[config.mk]
export PLATFORM = sky130hd
export DESIGN_NAME = ecr_fifo
export DESIGN_NICKNAME = d
export VERILOG_FILES = /design/src/hdl/ecr_fifo.sv
export SDC_FILE = /design/constraint.sdc
export NUM_CORES = 1
export LEC_CHECK = 0
export BUFFER_PORTS_ARGS = -buffer_cell sky130_fd_sc_hd__buf_4
export CORE_MARGIN = 2
export CORE_UTILIZATION = 40
export DETAILED_ROUTE_END_ITERATION = 7
export GPL_TIMING_DRIVEN = 0
export PLACE_DENSITY_LB_ADDON = 0.2
export SYNTH_ARGS = -nofsm -noshare
export SYNTH_HDL_FRONTEND = slang
export SYNTH_SLANG_ARGS = --single-unit
[constraint.sdc]
create_clock -name clk_i -period 1.52 [get_ports clk_i]
set_input_delay 0.076 -clock clk_i [delete_from_list [all_inputs] [get_ports clk_i]]
set_output_delay 0.076 -clock clk_i [all_outputs]
set_load 0.02 [all_outputs]
[src/hdl/ecr_fifo.sv]
module ecr_fifo #(
  parameter int WIDTH = 8,
  parameter int DEPTH = 2
) (
  input  logic             clk_i,
  input  logic             rst_ni,
  input  logic             push_i,
  input  logic [WIDTH-1:0] data_i,
  output logic             full_o,
  input  logic             pop_i,
  output logic [WIDTH-1:0] data_o,
  output logic             empty_o
);

  localparam int PTR_W = (DEPTH > 1) ? $clog2(DEPTH) : 1;
  localparam int CNT_W = $clog2(DEPTH + 1);

  logic [WIDTH-1:0] mem [DEPTH];
  logic [PTR_W-1:0] wr_ptr_q, wr_ptr_d, rd_ptr_q, rd_ptr_d;
  logic [CNT_W-1:0] count_q, count_d;
  logic             do_push, do_pop;

  assign full_o  = (count_q == CNT_W'(DEPTH));
  assign empty_o = (count_q == '0);
  assign do_push = push_i && !full_o;
  assign do_pop  = pop_i && !empty_o;
  assign data_o  = mem[rd_ptr_q];

  always_comb begin
    wr_ptr_d = wr_ptr_q;
    rd_ptr_d = rd_ptr_q;
    count_d  = count_q;
    if (do_push) begin
      wr_ptr_d = (wr_ptr_q == PTR_W'(DEPTH - 1)) ? '0 : wr_ptr_q + 1'b1;
    end
    if (do_pop) begin
      rd_ptr_d = (rd_ptr_q == PTR_W'(DEPTH - 1)) ? '0 : rd_ptr_q + 1'b1;
    end
    if (do_push && !do_pop) begin
      count_d = count_q + 1'b1;
    end else if (do_pop && !do_push) begin
      count_d = count_q - 1'b1;
    end
  end

  always_ff @(posedge clk_i or negedge rst_ni) begin
    if (!rst_ni) begin
      wr_ptr_q <= '0;
      rd_ptr_q <= '0;
      count_q  <= '0;
    end else begin
      wr_ptr_q <= wr_ptr_d;
      rd_ptr_q <= rd_ptr_d;
      count_q  <= count_d;
    end
  end

  always_ff @(posedge clk_i) begin
    if (do_push) begin
      mem[wr_ptr_q] <= data_i;
    end
  end

endmodule

==> metrics.txt <==
# TYPE chip_impl_metric gauge
chip_impl_info{name="status",value="complete, no violations"} 1
chip_impl_info{name="crit_start",value="rd_ptr_q"} 1
chip_impl_metric{name="clkSlewWorstSetupHoldPaths",unit="ns"} 0.11
chip_impl_metric{name="cellLeakagePower",unit="uW"} 0.0004711
chip_impl_metric{name="p_total",unit="uW"} 2127
chip_impl_metric{name="half_perimeter_wire_length_after_detailed_placement",unit="um"} 861.1
chip_impl_metric{name="seq_area_frac_synth",unit=""} 0.7424
chip_impl_metric{name="arrival",unit="ns"} 1.35
chip_impl_metric{name="finalNonFillerCells",unit=""} 104
chip_impl_info{name="cts_root_buf",value="clkbuf_4"} 1
chip_impl_metric{name="met2_usage",unit=""} 0.2053
chip_impl_metric{name="final_hold_viol_count",unit=""} 0
chip_impl_metric{name="core",unit="mm^2"} 0.001783
chip_impl_info{name="reg2reg_from",value="count_q[0]"} 1
chip_impl_metric{name="finalCriticalPeriod",unit="ns"} 1.430
chip_impl_metric{name="buffer_ports.inserted",unit=""} 21
chip_impl_metric{name="netlist.area_leader.share",unit=""} 0.6144
chip_impl_info{name="hp-class",value="primary input to flop"} 1
chip_impl_metric{name="maximum_resistive_drop_on_vdd",unit="V"} 0.001034
chip_impl_metric{name="worst-r2r-cell-count",unit=""} 6
chip_impl_info{name="startpoint_class",value="flop"} 1
chip_impl_metric{name="synth-seq-cells",unit=""} 20
chip_impl_metric{name="synth_cell_type_count",unit=""} 15
chip_impl_metric{name="detailedRoute.firstPassIterationCount",unit=""} 4
chip_impl_metric{name="synth_area",unit="um^2"} 782.0
chip_impl_info{name="layout_commonest_cell",value="buf_4"} 1
chip_impl_metric{name="critPathRequiredTime",unit="ns"} 1.44
chip_impl_metric{name="via_per_inst",unit=""} 4.510
chip_impl_metric{name="grt-ovfl-total",unit=""} 0
chip_impl_metric{name="fmax",unit="MHz"} 699.2
chip_impl_info{name="setup.worst_path.end_class",value="output pin"} 1
chip_impl_metric{name="final_weighted_congestion_in_routability_driven_placement",unit=""} 0.6310
chip_impl_info{name="setup_repair_after_global_routing_missed_its_margin",value="false"} 1
chip_impl_metric{name="timing.reg2reg.setup_slack",unit="ns"} 0.09
chip_impl_metric{name="diode_count",unit=""} 0
chip_impl_metric{name="grt_antenna_before_repair",unit=""} 0
chip_impl_metric{name="area_growth_syn_to_layout",unit="%"} 45.12
chip_impl_metric{name="postRouteAntennaNets",unit=""} 0
chip_impl_metric{name="max_cap_violations",unit=""} 0
chip_impl_metric{name="dieHeight",unit="um"} 48.22
chip_impl_metric{name="clk_latency",unit="ns"} 0.29
chip_impl_metric{name="numPlacedInstances",unit=""} 90
chip_impl_metric{name="final_min_period_over_clock_period",unit=""} 0.9409
chip_impl_metric{name="syn-instance-count",unit=""} 44
chip_impl_metric{name="design.portCount",unit=""} 22
chip_impl_metric{name="dr_total_vias",unit=""} 469
chip_impl_metric{name="fp.dieArea",unit="mm^2"} 0.002325
chip_impl_info{name="synth.area.top_cells",value="edfxtp_1 (61%), dfrtp_1 (13%), mux2_1 (8.6%)"} 1
chip_impl_metric{name="row_count",unit=""} 15
chip_impl_info{name="regToRegEndpoint",value="count_q[1]"} 1
chip_impl_metric{name="power_per_cell_area",unit="mW/mm^2"} 1874
chip_impl_metric{name="cts_htree_levels",unit=""} 1
chip_impl_metric{name="fin_worst_skew",unit="ns"} 0.006314
chip_impl_metric{name="layout-drive-gt1-share",unit=""} 0.4304
chip_impl_metric{name="cts_inserted_buffers",unit=""} 3
chip_impl_info{name="mostFrequentLayoutCells",value="buf_4 (22), edfxtp_1 (16), dlygate4sd3_1 (9)"} 1
chip_impl_metric{name="dr.first_iter.drc_count",unit=""} 7
chip_impl_metric{name="postRouteWirelength",unit="um"} 1248
chip_impl_metric{name="slew_worst_pin",unit="ns"} 0.4172
chip_impl_metric{name="critPathMaxFanout",unit=""} 9
chip_impl_metric{name="route.detailed.drc",unit=""} 0
chip_impl_metric{name="die_width",unit="um"} 48.22
chip_impl_metric{name="cts-root-to-sink-buffers",unit=""} 2
chip_impl_metric{name="count_of_final_max_slew_check_failures",unit=""} 0
chip_impl_info{name="yosys_top_cell_by_area",value="edfxtp_1"} 1
chip_impl_metric{name="clkSinkCount",unit=""} 20
chip_impl_metric{name="grt_pass1_vias",unit=""} 441
chip_impl_metric{name="grt_start_max_net_pins",unit=""} 13
chip_impl_info{name="path_class",value="flop to output pin"} 1
chip_impl_metric{name="num-nets-final",unit=""} 93
chip_impl_metric{name="postSynthAreaPerCell",unit="um^2"} 17.77
chip_impl_metric{name="route.detailed.wl_per_inst",unit="um"} 12.00
chip_impl_info{name="crit_end",value="data_o[0]"} 1
chip_impl_metric{name="syn-num-nets",unit=""} 57
chip_impl_metric{name="global_route.usage.total",unit=""} 0.1141
chip_impl_metric{name="ys.warnings.count",unit=""} 0
chip_impl_info{name="grt_busiest_layer",value="met2"} 1
chip_impl_info{name="cts_tree",value="yes"} 1
chip_impl_metric{name="met3_track_demand_over_resource",unit=""} 0.03333
chip_impl_metric{name="initial_core_util",unit=""} 0.4386
chip_impl_metric{name="setup_viol_count_final",unit=""} 0
chip_impl_metric{name="max_slew_margin",unit=""} 0.7216
chip_impl_metric{name="grt_first_pass_wirelength",unit="um"} 1766
chip_impl_metric{name="gr-usage-met1",unit=""} 0.1308
## worst min path at each step
stage / slack [ns] / cells after the start / endpoint / from
global route: 0.08 / 3 / wr_ptr_q / push_i
floorplan: -0.22 / 0 / count_q[0] / rst_ni
CTS: 0.07 / 3 / wr_ptr_q / push_i
global placement: -0.12 / 1 / count_q[1] / rst_ni
finish: 0.08 / 3 / wr_ptr_q / push_i
detailed placement: -0.12 / 1 / count_q[1] / rst_ni
## where the power goes
part           switching, uW  leakage, uW  internal, uW  total (uW)
clock network            154    0.0000279           266         421
logic                    438     0.000249           421         860
registers               77.9     0.000194           768         846
total                    671     0.000471          1460        2130
## layer usage
metal	share of wire	up-vias
met5	0	-
met4	0	0
met3	0.048	0
met2	0.53	12
met1	0.42	232
li1	-	225
## critical path, stage by stage, from the launching register on
cell      delay, ns
dfrtp_1        0.37
clkbuf_4       0.19
mux2_1         0.33
buf_4          0.16
## sequential cells by signal, indices dropped and copies added, names as in the netlist
signal    flops
wr_ptr_q      1
mem          16
rd_ptr_q      1
count_q       2
## synthesized netlist by cell type (all sizes together)
cell	n
edfxtp	16
mux2	8
dfrtp	4
nor2	3
xnor2	3
inv	2
xor2	2
and3	1
buf	1
ha	1
nand2	1
nand2b	1
o21ai	1
## final cells by class
| type | instances | area (um^2) |
|---|---|---|
| tap | 25 | 31.28 |
| clock inverter | 1 | 30.03 |
| multi-input combinational | 21 | 198.9 |
| fill | 143 | 648.1 |
| timing repair buffer | 31 | 255.2 |
| buffer | 1 | 7.507 |
| clock buffer | 3 | 22.52 |
| sequential | 20 | 581.8 |
| inverter | 2 | 7.507 |
## cell families (layout without fill, tap and decap cells)
group           count (synthesis)  after routing  share of synthesized area
xor+xnor                        5              5                    0.06561
buf+inv                         3             38                    0.01600
fa+ha+maj                       1              1                    0.01600
mux                             8              8                     0.1152
simple gates                    6              6                    0.03841
flops                          20             20                     0.7424
compound gates                  1              1                   0.006394
## metrics by stage
stage,setup slack (ns),hold WS (ns),setup TNS (ns),cell area (um^2),utilization
after floorplan,0.1279,-0.2196,0,782.0,-
after global placement,-0.1439,-0.1224,-1.150,970.9,0.5446
after detailed placement,-0.1187,-0.1213,-0.9482,970.9,0.5446
after CTS,0.03671,0.07206,0,1124,0.6302
after global routing,0.01451,0.07931,0,1135,0.6365
final,0.08985,0.07730,0,1135,0.6365
## what timing repair did
action / in CTS / in global routing
setup endpoints to repair: 8 / 4
gates cloned: 0 / 0
hold endpoints to repair: 20 / 0
resized for setup: 2 / 2
pin swaps: 0 / 0
setup buffers: 0 / 1
hold buffers: 9 / 0
Power figures use the tool's default switching activity.
