**src/hdl/ecr_pkg.sv**
```systemverilog
package ecr_pkg;

  localparam int ENTRY_W           = 42;
  localparam int ELEV_W            = 18;
  localparam int CHAN_W            = 8;
  localparam int SAMPLE_W          = 16;
  localparam int NUM_REGS          = 6;
  localparam int MAX_POINTS        = 8;
  localparam int CFG_INDEX_W       = 3;
  localparam int RAMP_POINTS_DEF   = 6;
  localparam int FRACTION_BITS_DEF = 16;
  localparam int MID_DEPTH         = 2;
  localparam int OUT_DEPTH         = 2;

  localparam int ELEV_LSB = 24;
  localparam int BLUE_LSB = 16;
  localparam int GREEN_LSB = 8;
  localparam int RED_LSB = 0;

  localparam logic signed [SAMPLE_W-1:0] FLOOR_ELEV = -16'sd10;
  localparam logic [CHAN_W-1:0]          TINT_ADD   = 8'd90;
  localparam logic [CHAN_W:0]            TINT_LIMIT = 9'd255;
  localparam logic signed [SAMPLE_W-1:0] BLUE_BELOW  = 16'sd10;
  localparam logic signed [SAMPLE_W-1:0] GREEN_BELOW = 16'sd50;
  localparam logic signed [SAMPLE_W-1:0] RED_BELOW   = 16'sd100;

  // entries past the register list repeat the last default breakpoint
  localparam logic [MAX_POINTS-1:0][ENTRY_W-1:0] RAMP_DEFAULTS = {
    42'd13438203020, 42'd13438203020, 42'd13438203020, 42'd6725353130,
    42'd5043707080, 42'd1352071910, 42'd24042606, 42'd4397991762478
  };

  typedef struct packed {
    logic signed [SAMPLE_W-1:0] height_sample;
    logic                       sample_inside;
    logic [CHAN_W-1:0]          photo_blue;
    logic [CHAN_W-1:0]          photo_green;
    logic [CHAN_W-1:0]          photo_red;
  } in_item_t;

  typedef struct packed {
    logic [CHAN_W-1:0] ramp_blue;
    logic [CHAN_W-1:0] ramp_green;
    logic [CHAN_W-1:0] ramp_red;
    logic [CHAN_W-1:0] tint_blue;
    logic [CHAN_W-1:0] tint_green;
    logic [CHAN_W-1:0] tint_red;
  } out_item_t;

  typedef struct packed {
    logic [CHAN_W-1:0] blue;
    logic [CHAN_W-1:0] green;
    logic [CHAN_W-1:0] red;
  } colour_t;

  // classified item handed from front to back
  typedef struct packed {
    colour_t           lo;
    colour_t           hi;
    logic [ELEV_W-1:0] num;
    logic [ELEV_W-1:0] den;
    colour_t           tint;
  } mid_item_t;

  typedef struct packed {
    logic hold;
    logic mult_valid;
    logic div_last_valid;
    logic div_rem_ok;
  } back_status_t;

  function automatic colour_t entry_colour(logic [ENTRY_W-1:0] entry);
    colour_t c;
    c.blue  = entry[BLUE_LSB +: CHAN_W];
    c.green = entry[GREEN_LSB +: CHAN_W];
    c.red   = entry[RED_LSB +: CHAN_W];
    return c;
  endfunction

endpackage

```
**src/hdl/ecr_back.sv**
```systemverilog
module ecr_back #(
  parameter int FRACTION_BITS = ecr_pkg::FRACTION_BITS_DEF
) (
  input  logic                  clk_i,
  input  logic                  rst_ni,
  input  logic                  mid_valid_i,
  input  ecr_pkg::mid_item_t    mid_i,
  output logic                  mid_pop_o,
  input  logic                  out_full_i,
  output logic                  out_push_o,
  output ecr_pkg::out_item_t    out_o,
  output ecr_pkg::back_status_t status_o
);
  import ecr_pkg::*;

  localparam int PROD_W = CHAN_W + FRACTION_BITS + 1;

  typedef struct packed {
    logic [ELEV_W-1:0]        rem;
    logic [ELEV_W-1:0]        den;
    logic [FRACTION_BITS-1:0] quo;
    colour_t                  lo;
    colour_t                  hi;
    colour_t                  tint;
  } div_stage_t;

  div_stage_t               div_src [FRACTION_BITS];
  div_stage_t               div_d   [FRACTION_BITS];
  div_stage_t               div_q   [FRACTION_BITS];
  logic [FRACTION_BITS-1:0] div_valid_q;
  out_item_t                mult_d, mult_q;
  logic                     mult_valid_q;
  logic                     adv;
  logic [FRACTION_BITS-1:0] frac;
  logic [FRACTION_BITS:0]   frac_inv;
  div_stage_t               last;

  function automatic logic [CHAN_W-1:0] blend_chan(logic [CHAN_W-1:0] c0,
                                                   logic [CHAN_W-1:0] c1,
                                                   logic [FRACTION_BITS:0] w0,
                                                   logic [FRACTION_BITS-1:0] w1);
    logic [PROD_W-1:0] acc;
    acc = PROD_W'(c0) * PROD_W'(w0) + PROD_W'(c1) * PROD_W'(w1);
    return acc[FRACTION_BITS +: CHAN_W];
  endfunction

  // whole pipeline holds while the finished result cannot leave
  assign adv        = !(mult_valid_q && out_full_i);
  assign mid_pop_o  = adv && mid_valid_i;
  assign out_push_o = adv && mult_valid_q;
  assign out_o      = mult_q;

  always_comb begin
    div_src[0].rem  = mid_i.num;
    div_src[0].den  = mid_i.den;
    div_src[0].quo  = '0;
    div_src[0].lo   = mid_i.lo;
    div_src[0].hi   = mid_i.hi;
    div_src[0].tint = mid_i.tint;
    for (int k = 1; k < FRACTION_BITS; k++) begin
      div_src[k] = div_q[k-1];
    end
  end

  // restoring division, one quotient bit per stage; remainder stays below den
  always_comb begin
    logic [ELEV_W:0] twice;
    for (int k = 0; k < FRACTION_BITS; k++) begin
      div_d[k] = div_src[k];
      twice    = {div_src[k].rem, 1'b0};
      if (twice >= {1'b0, div_src[k].den}) begin
        twice          = twice - {1'b0, div_src[k].den};
        div_d[k].quo   = {div_src[k].quo[FRACTION_BITS-2:0], 1'b1};
      end else begin
        div_d[k].quo   = {div_src[k].quo[FRACTION_BITS-2:0], 1'b0};
      end
      div_d[k].rem = twice[ELEV_W-1:0];
    end
  end

  assign last     = div_q[FRACTION_BITS-1];
  assign frac     = last.quo;
  assign frac_inv = {1'b1, {FRACTION_BITS{1'b0}}} - {1'b0, frac};

  always_comb begin
    mult_d.ramp_blue  = blend_chan(last.lo.blue,  last.hi.blue,  frac_inv, frac);
    mult_d.ramp_green = blend_chan(last.lo.green, last.hi.green, frac_inv, frac);
    mult_d.ramp_red   = blend_chan(last.lo.red,   last.hi.red,   frac_inv, frac);
    mult_d.tint_blue  = last.tint.blue;
    mult_d.tint_green = last.tint.green;
    mult_d.tint_red   = last.tint.red;
  end

  always_ff @(posedge clk_i or negedge rst_ni) begin
    if (!rst_ni) begin
      div_valid_q  <= '0;
      mult_valid_q <= 1'b0;
    end else if (adv) begin
      div_valid_q  <= {div_valid_q[FRACTION_BITS-2:0], mid_valid_i};
      mult_valid_q <= div_valid_q[FRACTION_BITS-1];
    end
  end

  always_ff @(posedge clk_i) begin
    if (adv) begin
      for (int k = 0; k < FRACTION_BITS; k++) begin
        div_q[k] <= div_d[k];
      end
      mult_q <= mult_d;
    end
  end

  assign status_o.hold           = !adv;
  assign status_o.mult_valid     = mult_valid_q;
  assign status_o.div_last_valid = div_valid_q[FRACTION_BITS-1];
  assign status_o.div_rem_ok     = (last.rem < last.den);

endmodule

```
**config.mk**
```make
export PLATFORM = sky130hd
export DESIGN_NAME = ecr_back
export DESIGN_NICKNAME = d
export VERILOG_FILES = /design/src/hdl/ecr_pkg.sv /design/src/hdl/ecr_back.sv
export SDC_FILE = /design/constraint.sdc
export NUM_CORES = 2
export LEC_CHECK = 0
export BUFFER_PORTS_ARGS = -buffer_cell sky130_fd_sc_hd__buf_2
export CAP_MARGIN = 25
export CORE_MARGIN = 2
export CORE_UTILIZATION = 50
export CTS_BUF_LIST = sky130_fd_sc_hd__clkbuf_4
export DETAILED_ROUTE_END_ITERATION = 12
export MAX_ROUTING_LAYER = met4
export PLACE_DENSITY = 0.66
export SYNTH_ARGS = -nofsm -noshare
export SYNTH_HDL_FRONTEND = slang
export SYNTH_SLANG_ARGS = --single-unit
```
**constraint.sdc**
```tcl
create_clock -name clk_i -period 129.7 [get_ports clk_i]
set_input_delay 0 -clock clk_i [delete_from_list [all_inputs] [get_ports clk_i]]
set_output_delay 0 -clock clk_i [all_outputs]
set_load 0.05 [all_outputs]
```
==> summary.txt <==
Status
  • Status: finished clean

Yosys
  • Yosys warning count: 0
  • Post-synthesis simple-gate area fraction: 7.819%
  • Seq/Total Area, Yosys: 58.09%
  • EDFF count, synth: between 1500 and 2000
  • Cell taking the most area after synthesis: edfxtp_1
  • Avg Inst Size Synth: between 10 and 15 sq um
  • Most common cell in the netlist: edfxtp_1
  • Mux contribution to synthesized area: 2.060%
  • Post-synthesis compound-gate area fraction: 5.210%
  • Top cell type's share of synthesized area: about 58%
  • XOR/XNOR share of the synthesized area: under 10%
  • Largest family of logic cells by synthesized area: adder cells
  • Async SR Flop Fraction: 0.8813%
  • Distinct cell type count after synthesis: 88
  • Gate Count Post-Synth: 7217
  • Number of synthesized register bits: 1929
  • Synth cell count leaders: 1912 x edfxtp_1, 1159 x inv_1, 652 x fa_1
  • Syn Nets: 8491
  • Synth Area in Adders: between 10% and 20%
  • Top cells by area, synth: edfxtp_1 58%, fa_1 13%, ha_1 6.4%
  • Cell area after synthesis: approximately 100000 sq um
  • Primary FF master, synth: edfxtp_1

Drt
  • Routed WL: ~190000 um
  • Via Count: approximately 56000
  • DR vias/cell: 5.067
  • Post-route DRC: 0
  • Post-DRT Antenna Nets: 0
  • Detailed Routing Iterations Pass 1: 5
  • Initial DRC count: 3474
  • WL/cell: 17.05 um

Timing
  • Period minus WS final: between 9 and 10 ns
  • Final slew viol count: 0
  • Final setup fails: 0
  • Period utilisation layout: 7.032%
  • Worst slew margin: 22.18%
  • Final Skew: 0.1169 ns
  • Final setup TNS: 0 ns
  • RSZ-0062 raised after global routing: false
  • Fin. Hold Viols: 0
  • Fmax: 109.6 MHz
  • Worst Max-Slew Pin Slew: 1.167 ns

CTS
  • CTS tree: yes
  • Clock sinks: 1929
  • CTS max path bufs: 4
  • Clk root buf: clkbuf_4
  • Htree depth: 5
  • # resized after CTS: 0
  • Clock-pin slew on the worst setup and hold paths: 0.07 ns
  • Clock Latency Late Sink: 1.40 ns
  • Inserted Clock Buffers: 489

Setup path
  • Required time worst endpoint: 130.83 ns
  • Data arrival, critical path: 10.25 ns
  • CP endpoint kind: flop
  • CP startpoint kind: flop
  • Crit Path Max Fanout: 27
  • Setup CP Type: reg -> reg

Placement
  • HPWL after DPL: about 130000 um
  • Port Buf Inserts: 165
  • Placed cells: 9908
  • RD Place Congestion: 0.8978

Floorplan
  • Die H: between 400 and 500 um
  • IO Pins: 166
  • Core Rows: 163
  • Die Width: 450.2 um
  • Full die area: 202700 sq um
  • Initial Utilization: between 50% and 60%
  • Core footprint: 197600 sq um

Global route
  • GR Util met1: 24.16%
  • Number of global-route vias before repair: 59141
  • Met3 Use GR: 3.685%
  • Met2 usage: 31.99%
  • Overflow after GRT: 0
  • All-layer global routing usage: 19.64%
  • Pin count of the biggest net entering global routing: 200
  • Initial antenna violation count: 6
  • Most crowded layer after global routing: met2
  • Global-route wire length before repair: 307900 um

Layout
  • Nets@finish: 9371
  • Area grow syn2layout: 13.55%
  • Share of cells above drive strength 1: 14.02%
  • Non-filler cells, final: 11114

Run
  • Maxcap violations: 0

Worst hold path
  • Hold Path Class: in -> reg
[per-stage QoR]
stage          setup WS, ns  area [sq um]  hold WS, ns  util, %
2_1_floorplan         57.40         99570      -0.2956        -
3_3_place_gp         120.88        103500     -0.06744    52.39
3_5_place_dp         120.72        103600     -0.05873    52.41
4_1_cts              120.71        112900      0.09796    57.15
5_1_grt              120.12        113100       0.1876    57.21
6_report             120.58        113100       0.3428    57.21
[layer usage]
| layer | part of all wire [%] | vias to the layer above |
|---|---|---|
| li1 | - | 26838 |
| met1 | 42 | 27675 |
| met2 | 50 | 1427 |
| met3 | 4.9 | 378 |
| met4 | 3.5 | 0 |
| met5 | 0 | - |
[worst paths after layout]
check	startpoint	end	slack [ns]	cells after the start
max in group asynchronous	rst_ni	div_valid_q[11]	128.83	4
worst min register to register	div_q[1][77]	div_q[1][202]	0.35	0
min in group asynchronous	rst_ni	div_valid_q[2]	0.35	4
worst min-delay path	mid_i[42]	div_q[0][107]	0.34	6
worst max register to register	div_q[1][943]	out_o[39]	120.58	25
worst max-delay path	div_q[1][943]	out_o[39]	120.58	25
[cells by family after synthesis]
group,count (synthesis)
flip-flops,1929
AND/OR/NAND/NOR,1561
buffers and inverters,1334
adder cells (fa/ha/maj),1162
AO/OA/AOI/OAI,797
XOR/XNOR,252
multiplexers,182
[registers in the layout (all words and copies together) (netlist names)]
name,cells
mult_valid_q,1
div_q,1864
div_valid_q,16
out_o,48
[cell type report]
class	instances	area, sq um
clock inverter	153	699.4
sequential	1929	57840
timing repair buffer	564	4798
tap	2640	3303
fill	15895	84560
inverter	1159	4350
multi-input combinational	3954	36720
clock buffer	710	5330
antenna	5	12.51
[what timing repair did]
| action | in CTS | in global routing |
|---|---|---|
| buffers inserted | 0 | 0 |
| endpoints found under the hold margin | 368 | 0 |
| hold buffers | 334 | 0 |
[worst max-delay path: stages (launching register included)]
cell	delay [ns]
edfxtp_1	0.78
or4_1	0.67
nor2_1	0.13
nand2_1	0.46
nor4_1	0.41
xnor2_1	0.42
buf_4	0.40
nand2_1	0.12
fa_1	0.58
fa_1	0.43
fa_1	0.51
inv_1	0.05
fa_1	0.46
fa_1	0.54
inv_1	0.05
fa_1	0.52
inv_1	0.04
ha_1	0.33
a211oi_1	0.30
nor2_1	0.09
o21ai_0	0.39
o21bai_1	0.19
or4_1	0.46
a31o_2	0.28
a21oi_2	0.15
xnor2_1	0.08
[layout by cell type, fill, tap and decap left out, drive strengths merged, types with 29 or more instances in the layout]
master       netlist  final
fa               652    652
nor2b             54     54
o21bai            33     33
and3              58     58
nand2b            33     33
mux2             165    165
xnor2            182    182
nor3              65     65
nand4             42     42
a211oi            30     30
o21a              43     43
inv             1159   1161
nor2             208    208
edfxtp          1912   1912
nand2            553    553
o21ai            161    161
dlygate4sd3        0    334
ha               510    510
a21oi            237    237
nand3             56     56
a21o              80     80
and2             419    419
a31oi             29     29
clkbuf           145    710
buf               30    230
xor2              70     70
clkinv             0    144
Power is not shown: default switching activity piles up to over one toggle a cycle in this logic, so the estimate is an artifact.
