`config.mk`:
```
export PLATFORM = sky130hd
export DESIGN_NAME = ecr_front
export DESIGN_NICKNAME = d
export VERILOG_FILES = /design/src/hdl/ecr_pkg.sv /design/src/hdl/ecr_front.sv
export SDC_FILE = /design/constraint.sdc
export NUM_CORES = 1
export LEC_CHECK = 0
export BUFFER_PORTS_ARGS = -buffer_cell sky130_fd_sc_hd__buf_2
export CAP_MARGIN = 20
export CORE_AREA = 2 2 155 157
export DETAILED_ROUTE_END_ITERATION = 16
export DIE_AREA = 0 0 157 159
export PLACE_DENSITY_LB_ADDON = 0.12
export SLEW_MARGIN = 30
export SYNTH_ARGS = -nofsm -noshare
export SYNTH_HDL_FRONTEND = slang
export SYNTH_SLANG_ARGS = --single-unit
```
`constraint.sdc`:
```
create_clock -name vclk -period 5.6
set_input_delay 0.28 -clock vclk [all_inputs]
set_output_delay 0.28 -clock vclk [all_outputs]
set_load 0.02 [all_outputs]
```
`src/hdl/ecr_pkg.sv`:
```
package ecr_pkg;

  localparam int ENTRY_W           = 42;
  localparam int ELEV_W            = 18;
  localparam int CHAN_W            = 8;
  localparam int SAMPLE_W          = 16;
  localparam int NUM_REGS          = 6;
  localparam int MAX_POINTS        = 8;
  localparam int CFG_INDEX_W       = 3;
  localparam int RAMP_POINTS_DEF   = 6;
  localparam int FRACTION_BITS_DEF = 16;
  localparam int MID_DEPTH         = 2;
  localparam int OUT_DEPTH         = 2;

  localparam int ELEV_LSB = 24;
  localparam int BLUE_LSB = 16;
  localparam int GREEN_LSB = 8;
  localparam int RED_LSB = 0;

  localparam logic signed [SAMPLE_W-1:0] FLOOR_ELEV = -16'sd10;
  localparam logic [CHAN_W-1:0]          TINT_ADD   = 8'd90;
  localparam logic [CHAN_W:0]            TINT_LIMIT = 9'd255;
  localparam logic signed [SAMPLE_W-1:0] BLUE_BELOW  = 16'sd10;
  localparam logic signed [SAMPLE_W-1:0] GREEN_BELOW = 16'sd50;
  localparam logic signed [SAMPLE_W-1:0] RED_BELOW   = 16'sd100;

  // entries past the register list repeat the last default breakpoint
  localparam logic [MAX_POINTS-1:0][ENTRY_W-1:0] RAMP_DEFAULTS = {
    42'd13438203020, 42'd13438203020, 42'd13438203020, 42'd6725353130,
    42'd5043707080, 42'd1352071910, 42'd24042606, 42'd4397991762478
  };

  typedef struct packed {
    logic signed [SAMPLE_W-1:0] height_sample;
    logic                       sample_inside;
    logic [CHAN_W-1:0]          photo_blue;
    logic [CHAN_W-1:0]          photo_green;
    logic [CHAN_W-1:0]          photo_red;
  } in_item_t;

  typedef struct packed {
    logic [CHAN_W-1:0] ramp_blue;
    logic [CHAN_W-1:0] ramp_green;
    logic [CHAN_W-1:0] ramp_red;
    logic [CHAN_W-1:0] tint_blue;
    logic [CHAN_W-1:0] tint_green;
    logic [CHAN_W-1:0] tint_red;
  } out_item_t;

  typedef struct packed {
    logic [CHAN_W-1:0] blue;
    logic [CHAN_W-1:0] green;
    logic [CHAN_W-1:0] red;
  } colour_t;

  // classified item handed from front to back
  typedef struct packed {
    colour_t           lo;
    colour_t           hi;
    logic [ELEV_W-1:0] num;
    logic [ELEV_W-1:0] den;
    colour_t           tint;
  } mid_item_t;

  typedef struct packed {
    logic hold;
    logic mult_valid;
    logic div_last_valid;
    logic div_rem_ok;
  } back_status_t;

  function automatic colour_t entry_colour(logic [ENTRY_W-1:0] entry);
    colour_t c;
    c.blue  = entry[BLUE_LSB +: CHAN_W];
    c.green = entry[GREEN_LSB +: CHAN_W];
    c.red   = entry[RED_LSB +: CHAN_W];
    return c;
  endfunction

endpackage

```
`src/hdl/ecr_front.sv`:
```
module ecr_front #(
  parameter int RAMP_POINTS = ecr_pkg::RAMP_POINTS_DEF
) (
  input  ecr_pkg::in_item_t                                  item_i,
  input  logic [RAMP_POINTS-1:0][ecr_pkg::ENTRY_W-1:0]       ramp_i,
  output ecr_pkg::mid_item_t                                 mid_o
);
  import ecr_pkg::*;

  logic signed [SAMPLE_W-1:0] elev;
  logic signed [ELEV_W-1:0]   quarter;
  logic signed [ELEV_W-1:0]   first_elev, last_elev;
  logic signed [ELEV_W-1:0]   seg_a, seg_b;
  logic signed [ELEV_W:0]     num_wide, den_wide;
  logic [ENTRY_W-1:0]         lo_entry, hi_entry;
  logic                       found, blend_on;
  logic [CHAN_W:0]            sum_b, sum_g, sum_r;

  assign elev       = item_i.sample_inside ? item_i.height_sample : FLOOR_ELEV;
  assign quarter    = {elev, 2'b00};
  assign first_elev = ramp_i[0][ELEV_LSB +: ELEV_W];
  assign last_elev  = ramp_i[RAMP_POINTS-1][ELEV_LSB +: ELEV_W];

  always_comb begin
    found    = 1'b0;
    blend_on = 1'b0;
    lo_entry = ramp_i[RAMP_POINTS-1];
    hi_entry = ramp_i[RAMP_POINTS-1];
    seg_a    = '0;
    seg_b    = '0;
    if (quarter < first_elev) begin
      lo_entry = ramp_i[0];
      hi_entry = ramp_i[0];
    end else if (quarter > last_elev) begin
      lo_entry = ramp_i[RAMP_POINTS-1];
      hi_entry = ramp_i[RAMP_POINTS-1];
    end else begin
      // first segment whose upper breakpoint lies above the sample
      for (int x = 0; x < RAMP_POINTS - 1; x++) begin
        if (!found && (quarter < signed'(ramp_i[x+1][ELEV_LSB +: ELEV_W]))) begin
          found    = 1'b1;
          blend_on = 1'b1;
          lo_entry = ramp_i[x];
          hi_entry = ramp_i[x+1];
          seg_a    = ramp_i[x][ELEV_LSB +: ELEV_W];
          seg_b    = ramp_i[x+1][ELEV_LSB +: ELEV_W];
        end
      end
    end
  end

  assign num_wide = {quarter[ELEV_W-1], quarter} - {seg_a[ELEV_W-1], seg_a};
  assign den_wide = {seg_b[ELEV_W-1], seg_b} - {seg_a[ELEV_W-1], seg_a};

  // no blend or sample at segment start: 0/1 gives a zero fraction
  always_comb begin
    mid_o.lo = entry_colour(lo_entry);
    mid_o.hi = entry_colour(hi_entry);
    if (blend_on && (quarter > seg_a)) begin
      mid_o.num = num_wide[ELEV_W-1:0];
      mid_o.den = den_wide[ELEV_W-1:0];
    end else begin
      mid_o.num = '0;
      mid_o.den = ELEV_W'(1);
    end
  end

  assign sum_b = {1'b0, item_i.photo_blue}  + {1'b0, TINT_ADD};
  assign sum_g = {1'b0, item_i.photo_green} + {1'b0, TINT_ADD};
  assign sum_r = {1'b0, item_i.photo_red}   + {1'b0, TINT_ADD};

  always_comb begin
    mid_o.tint.blue  = item_i.photo_blue;
    mid_o.tint.green = item_i.photo_green;
    mid_o.tint.red   = item_i.photo_red;
    if (elev < BLUE_BELOW) begin
      if (sum_b < TINT_LIMIT) mid_o.tint.blue = sum_b[CHAN_W-1:0];
    end else if (elev < GREEN_BELOW) begin
      if (sum_g < TINT_LIMIT) mid_o.tint.green = sum_g[CHAN_W-1:0];
    end else if (elev < RED_BELOW) begin
      if (sum_r < TINT_LIMIT) mid_o.tint.red = sum_r[CHAN_W-1:0];
    end
  end

endmodule

```
==> flow_summary.yaml, run 1 <==
logic_synthesis:
  synthMostInstantiatedCell: "o21ai_0"
  syn_area_per_cell_um2: 6.581
  synth_top_cell_by_area: "ha_1"
  syn_area_um2: 9226
  yosysSeqAreaShare_pct: 0
  synthCells: 1402
  syn_nets: 1832
  ys_warn_count: 0
  synthTopCellsByArea: "ha_1 18%, o21ai_0 9.2%, mux2i_1 8.4%, nand2_1 6.1%, a21oi_1 5.4%"
  ys_types: 68
  synth_top_area_share_pct: 18.44
  synth_common_cells: "170 x o21ai_0, 149 x nand2_1, 136 x ha_1, 127 x inv_1, 100 x nor2_1"
floorplan:
  die_y_um: 159
  design.die.area_um2: 24960
  start_util_pct: 39.78
  core_area_um2: 23190
  io_pins: 401
  die_x_um: 157
  num_rows: 56
detailed_routing:
  wl_per_cell_um: 19.68
  ant_nets: 0
  vias: 12980
  totalWireLength_um: 44400
  drc: 0
  via_per_inst: 5.754
  drtIter0Drc: 1133
  firstDrtPassIters: 7
global_route:
  grt_pass1_vias: 11940
  grt_pass1_wl_um: 65230
  gr-usage-all-layers_pct: 32.53
  grt_start_max_net_pins: 85
  antenna_found_initial: 5
  grt.overflow.total: 0
cells_and_area:
  syn2layout_area_growth_pct: 51.37
  nNetsFinal: 2367
  fin_util_pct: 60.22
  register_area_um2: 0
  seq_cell_count: 0
  n_clock_buffer: 0
  drive_above_1_share_pct: 39.84
  multiInputGateArea_um2: 9081
  fillCellCount: 2297
  final_cells: 2256
  fin_area_um2: 13970
worst_hold_path:
  holdPathEnd: "mid_o[8]"
  hp-class: "input port to output port"
  hold-path-cell-count: 2
  worstHoldStart: "item_i[8]"
timing:
  whs_ns: 0.8124
  fin_crit_sh_pct: 99.71
  worst_slew_pin_slew_ns: 0.7631
  rsz0062_at_grt: "yes"
  fmax_ghz: 0.1791
  finalHoldViolCount: 0
  setup_violations: 0
  slew_headroom_pct: 49.12
  worst_slack_ns: 0.01614
  drv_slew: 0
  period_minus_slack_ns: 5.584
critical_path:
  cp-end-kind: "output port"
  path_max_fanout: 7
  crit_required_ns: 5.32
  crit_arrival_ns: 5.30
  worstSetupPathType: "input port to output port"
  critPathLaunchType: "input port"
  slowest_delay_ns: 0.43
  cp_slowest_cell: "or3_4"
  crit_buf_inv: 7
  cp_top_family: "compound AO/OA/AOI/OAI gates"
place:
  dp_cells: 2229
  io_buffers: 401
  gp_congestion: 0.9878
  dpl_worst_slack_ns: -0.3947
  hpwlAfterDp_um: 36940
  placed_cell_area_um2: 12880
status:
  status: "complete, no violations"
power_and_ir_drop:
  leakage_nw: 6.786
  power.density_nw_per_um2: 211.0
  peakVddDrop_v: 0.0002390
job:
  maxCapViolCount: 0
clocking:
  cts.hold.buffers_added: 0
through the flow:
step	TNS [ns]	power, mW
floorplan	-0.5721	1.585
global placement	-5.728	2.549
detailed placement	-10.20	2.564
CTS	0	2.661
global route	-6.291	3.177
finish	0	2.946
how the worst max path moves through the flow:
stage                          start        end  slack [ns]  depth (start not counted)
after floorplan           item_i[24]  mid_o[47]       -0.03                         27
after global placement    item_i[24]  mid_o[41]       -0.37                         27
after detailed placement  item_i[24]  mid_o[41]       -0.39                         28
after CTS                 item_i[24]  mid_o[33]     0.00005                         30
after global routing      item_i[24]  mid_o[39]       -0.24                         26
final                     item_i[24]  mid_o[47]        0.02                         26
cell usage in the layout, fill, tap and decap left out, drive strengths merged, types with 3 or more instances in the layout:
master | netlist | routed
a2111oi | 7 | 7
a211o | 4 | 4
a211oi | 34 | 34
a21o | 19 | 19
a21oi | 99 | 99
a221oi | 50 | 50
a31oi | 8 | 8
and2 | 12 | 12
and3 | 5 | 5
buf | 38 | 620
ha | 136 | 136
inv | 127 | 127
mux2 | 28 | 28
mux2i | 77 | 77
nand2 | 149 | 149
nand2b | 25 | 25
nand3 | 10 | 10
nand4 | 9 | 9
nand4b | 4 | 4
nor2 | 100 | 100
nor2b | 8 | 8
nor3 | 23 | 23
nor3b | 8 | 8
nor4 | 6 | 6
o2111ai | 5 | 5
o211ai | 53 | 53
o21a | 10 | 10
o21ai | 177 | 177
o21bai | 9 | 9
o22ai | 19 | 19
o311ai | 4 | 4
o31a | 5 | 5
o31ai | 4 | 4
or2 | 3 | 3
or3 | 8 | 8
xnor2 | 24 | 24
xor2 | 16 | 16
area by class of cell:
class                           count  area share [%]
Multi-Input combinational cell   1186           65.02
Timing Repair Buffer              622           28.67
Inverter                          127           3.413
Tap cell                          319           2.858
Antenna cell                        2         0.03584
routing by layer:
| layer | global-route usage [%] | vias to the layer above | share of wire, % |
|---|---|---|---|
| met3 | 3.947 | 104 | 7.7 |
| li1 | - | 6267 | - |
| met1 | 43.32 | 5972 | 43 |
| met4 | 8.299 | 4 | 3.6 |
| met5 | 0 | - | 0.059 |
| met2 | 55.26 | 635 | 46 |
power by group:
part           leakage, nW  switching [mW]    total (mW)  internal (mW)
combinational         6.79            1.64          2.95           1.31
clock            0.0000127               0  0.0000000478   0.0000000477
sequential               0               0             0              0
total                 6.79            1.64          2.95           1.31
logic make-up after synthesis:
group / share of synthesized area, %
AOI/OAI and AO/OA: 37.48
xor gates and xnor gates: 3.797
adders and majority gates: 18.66
buffers and inverters: 9.303
muxes: 11.77
and+or+nand+nor: 18.99
timing repair:
action	4_1_cts	5_1_grt
setup endpoints to repair	36	36
gates cloned	3	2
buffers inserted	11	11
pin swaps	21	71
resized for setup	51	156
Note: power is estimated with default switching activity, not from simulation.
==> run 2: changes to the inputs <==
- PLACE_DENSITY_LB_ADDON: 0.12 -> 0.15
==> run 2 against run 1 <==
  * Clock-buffer cell count did not move
  * Global-route usage fell by 0.14 points
  * Final area barely moved
  * Critical path depth rose by 4
  * Sequential share of layout area did not move
  * Die area did not move
  * Maximum frequency rose by 1.5%
  * Combinational power rose by 3%
  * Total power rose by 2.7%
  * Wire length fell by 1.2%
  * Final cell count fell by 0.44%
==> flow_summary.yaml, run 2 (synthesis gave the netlist of run 1 again) <==
status:
  status: "complete, no violations"
cells_and_area:
  most-common-layout-cells: "371 x buf_2, 191 x buf_4, 149 x o21ai_0, 146 x nand2_1, 129 x ha_1"
  register_area_um2: 0
  mostFrequentLayoutCell: "buf_2"
  fin_area_um2: 13960
  seq_cell_count: 0
  final_cells: 2246
  n_clock_buffer: 0
  drive_above_1_share_pct: 40.29
  fillCellCount: 2228
  syn2layout_area_growth_pct: 51.36
  nNetsFinal: 2358
global_route:
  grt_pass1_vias: 11920
  antenna_found_initial: 3
  grt_start_max_net_pins: 97
  gr-usage-all-layers_pct: 32.39
  grt.overflow.total: 0
  grt_pass1_wl_um: 64920
detailed_routing:
  wl_per_cell_um: 19.53
  drc: 0
  vias: 12980
  ant_nets: 0
  totalWireLength_um: 43850
  drtIter0Drc: 1037
  via_per_inst: 5.780
  firstDrtPassIters: 7
worst_hold_path:
  hp-class: "input port to output port"
  holdPathEnd: "mid_o[16]"
  hold-path-cell-count: 2
  worstHoldStart: "item_i[16]"
timing:
  rsz0062_at_grt: "yes"
  slew_headroom_pct: 38.83
  finalHoldViolCount: 0
  drv_slew: 0
  period_minus_slack_ns: 5.503
  fmax_ghz: 0.1817
  setup_violations: 0
  fin_crit_sh_pct: 98.26
  worst_slew_pin_slew_ns: 0.9175
  worst_slack_ns: 0.09725
  whs_ns: 0.8054
place:
  dpl_worst_slack_ns: -0.3117
  hpwlAfterDp_um: 35820
  io_buffers: 401
  dp_cells: 2217
  placed_cell_area_um2: 12790
  gp_congestion: 1.010
power_and_ir_drop:
  internal_power_mw: 1.362
  peakVddDrop_v: 0.0002675
  switching_share_pct: 55.01
  combPwrFrac_pct: 100.0
  total_power_mw: 3.027
  switching_power_mw: 1.665
  leakage_nw: 6.765
  power.density_nw_per_um2: 216.8
  clkPwrFrac_pct: 0
  p_seq_share_pct: 0
critical_path:
  worstSetupPathType: "input port to output port"
  cp_common_cell: "buf_6"
  path_max_fanout: 8
  critPathLaunchType: "input port"
  slowest_delay_ns: 0.40
  cp-end-kind: "output port"
  crit_required_ns: 5.32
  setup.worst_path.start: "item_i[24]"
  cp_slowest_cell: "a2111oi_4"
  crit_arrival_ns: 5.22
floorplan:
  start_util_pct: 39.78
  design.die.area_um2: 24960
  core_area_um2: 23190
  die_x_um: 157
  io_pins: 401
  num_rows: 56
  die_y_um: 159
job:
  maxCapViolCount: 0
==> run 2: how the worst max path moves through the flow <==
stage / slack, ns / depth (start not counted) / to
floorplan: -0.03 / 27 / mid_o[47]
global placement: -0.17 / 29 / mid_o[41]
detailed placement: -0.31 / 29 / mid_o[41]
CTS: 0.006 / 28 / mid_o[50]
global route: -0.1 / 29 / mid_o[41]
finish: 0.1 / 30 / mid_o[32]
==> run 2: through the flow <==
| stage | utilization [%] | setup TNS (ns) |
|---|---|---|
| floorplan | - | -0.5721 |
| global placement | 55.14 | -0.8854 |
| detailed placement | 55.14 | -4.302 |
| CTS | 57.01 | 0 |
| global route | 60.21 | -1.426 |
| finish | 60.21 | 0 |
==> run 2: worst max-delay path, delay by kind of cell <==
family                   cells  cell delay [ns]
adder cells (fa/ha/maj)      2             0.44
AO/OA/AOI/OAI               15             2.81
AND/OR/NAND/NOR              4             0.42
buffers and inverters        9             1.24
==> run 2: final cells by class <==
| cell class | count | area [um^2] | area share, % |
|---|---|---|---|
| Antenna cell | 1 | 2.502 | 0.01792 |
| Inverter | 127 | 476.7 | 3.414 |
| Multi-Input combinational cell | 1187 | 9115 | 65.27 |
| Tap cell | 319 | 399.1 | 2.858 |
| Timing Repair Buffer | 612 | 3971 | 28.44 |
==> run 2: power by group through the flow <==
| stage | Combinational, mW | Sequential [mW] | Clock [mW] |
|---|---|---|---|
| floorplan | 1.59 | 0 | 0 |
| global placement | 2.54 | 0 | 0 |
| detailed placement | 2.55 | 0 | 0 |
| CTS | 2.69 | 0 | 0 |
| global route | 3.26 | 0 | 0.0000000239 |
| finish | 3.03 | 0 | 0.0000000239 |
==> run 2: layer usage <==
metal  vias up  wire length, um  track usage, %
met5         -               26               0
met4         4             1530           9.633
met3        91             3235           3.511
met2       615            20010           53.83
met1      6017            19050           43.83
li1       6254                -               -
==> run 2: timing repair <==
item,4_1_cts,5_1_grt
gates cloned,5,0
setup buffers,11,14
setup endpoints to repair,36,36
hold buffers,0,0
gates resized for setup,68,171
pin swaps,24,73
endpoints found under the hold margin,0,0
==> run 3: changes to the inputs <==
- ABC_AREA: unset -> 1
- CORE_AREA: 2 2 155 157 -> unset
- CORE_UTILIZATION: unset -> 40
- DIE_AREA: 0 0 157 159 -> unset
==> run 3 against run 2 <==
  * Die area down 4.0%
  * Sequential share of layout area stayed put
  * Critical path depth rose by 10
  * Critical endpoint is now mid_o[41]
  * Highest routed layer unchanged
==> flow_summary.yaml, run 3 <==
status:
  status: "complete, no violations"
floorplan:
  num_rows: 55
  die_y_um: 154.8
  start_util_pct: 40.98
  io_pins: 401
  design.die.area_um2: 23950
  die_x_um: 154.8
  core_area_um2: 22780
cells_and_area:
  drive_above_1_share_pct: 30.50
  n_clock_buffer: 0
  final_cells: 2485
  most-common-layout-cells: "395 x buf_2, 370 x nand2_1, 220 x inv_1, 173 x o21ai_0, 149 x nor2_1"
  seq_cell_count: 0
  nNetsFinal: 2596
  register_area_um2: 0
  mostFrequentLayoutCell: "buf_2"
  fillCellCount: 2427
  syn2layout_area_growth_pct: 39.07
global_route:
  antenna_found_initial: 10
  grt.overflow.total: 0
  grt_start_max_net_pins: 74
  gr-usage-all-layers_pct: 35.07
  grt_pass1_vias: 12690
  grt_pass1_wl_um: 67200
detailed_routing:
  drc: 0
  wl_per_cell_um: 17.98
  via_per_inst: 5.579
  firstDrtPassIters: 7
  vias: 13860
  drtIter0Drc: 1322
  totalWireLength_um: 44690
  ant_nets: 0
timing:
  slew_headroom_pct: 33.19
  tns_ns: 0
  period_minus_slack_ns: 5.399
  worst_slew_pin_slew_ns: 1.001
  worst_slack_ns: 0.2009
  fmax_ghz: 0.1852
  finalHoldViolCount: 0
  setup_violations: 0
  drv_slew: 0
  rsz0062_at_grt: "yes"
  fin_crit_sh_pct: 96.41
critical_path:
  path_max_fanout: 11
  cp_top_family: "simple AND/OR/NAND/NOR gates"
  crit_arrival_ns: 5.12
  critPathLaunchType: "input port"
  cp-end-kind: "output port"
  slowest_delay_ns: 0.32
  crit_required_ns: 5.32
  crit_buf_inv: 10
  cp_slowest_cell: "ha_1"
  cp_common_cell: "nand2_1"
  worstSetupPathType: "input port to output port"
  setup.worst_path.start: "item_i[24]"
worst_hold_path:
  hp-class: "input port to output port"
  worstHoldStart: "item_i[0]"
logic_synthesis:
  synth_top_cell_by_area: "ha_1"
  ys_warn_count: 0
  syn_area_um2: 9335
  syn_nets: 2132
  synthCells: 1702
  synthTopCellsByArea: "ha_1 18%, nand2_1 16%, o21ai_0 9.7%, inv_1 9.3%, nor2_1 6.6%"
  syn_area_per_cell_um2: 5.485
  yosysSeqAreaShare_pct: 0
  synthMostInstantiatedCell: "nand2_1"
  synth_top_area_share_pct: 18.23
  synth_common_cells: "387 x nand2_1, 231 x inv_1, 181 x o21ai_0, 163 x nor2_1, 136 x ha_1"
  ys_types: 57
place:
  dp_cells: 2451
  gp_congestion: 1.002
  hpwlAfterDp_um: 36690
  dpl_worst_slack_ns: -0.1218
  io_buffers: 401
clocking:
  cts.hold.buffers_added: 0
power_and_ir_drop:
  power.density_nw_per_um2: 214.3
  peakVddDrop_v: 0.0001644
  total_power_mw: 2.783
  leakage_nw: 6.873
job:
  maxCapViolCount: 0
## run 3: timing repair
item | CTS | global route
endpoints found under the setup margin | 1 | 36
cloned | 0 | 1
gates resized for setup | 3 | 132
buffers inserted | 0 | 25
pin swaps | 0 | 29
## run 3: layout make-up
type               count  area [um^2]  area share [%]
diodes                 8        20.02          0.1542
inverters            239        917.1           7.064
multi-input cells   1377         8414           64.81
well taps            313        391.6           3.017
repair buffers       548         3239           24.95
## run 3: path summary, 6_finish.rpt
kind | end | cells after the start
worst max-delay path | mid_o[41] | 40
worst min-delay path | mid_o[0] | 2
## run 3: kinds of logic after synthesis
group / synth area share, %
buffers and inverters: 14.09
AND/OR/NAND/NOR: 31.50
XOR/XNOR: 2.895
adder cells (fa/ha/maj): 18.44
AO/OA/AOI/OAI: 32.60
multiplexers: 0.4825
## run 3: routing by layer
metal  wire length, um  track usage (%)
met4              1396            11.17
met5                23                0
met3              3542            3.362
met2             20530            60.25
met1             19200            45.89
## run 3: stage by stage
stage | util, % | area, um^2 | hold WS, ns
after global routing | 56.98 | 12980 | 0.8081
after global placement | 53.75 | 12240 | 0.8024
after floorplan | - | 9335 | 0.6726
after CTS | 53.79 | 12250 | 0.8041
final | 57.00 | 12980 | 0.8023
after detailed placement | 53.76 | 12250 | 0.8033
## run 3: report_power, final
part / total [mW] / switching, mW / internal, mW
combinational: 2.78 / 1.69 / 1.09
sequential: 0 / 0 / 0
clock: 0.000000191 / 0 / 0.000000191
total: 2.78 / 1.69 / 1.09
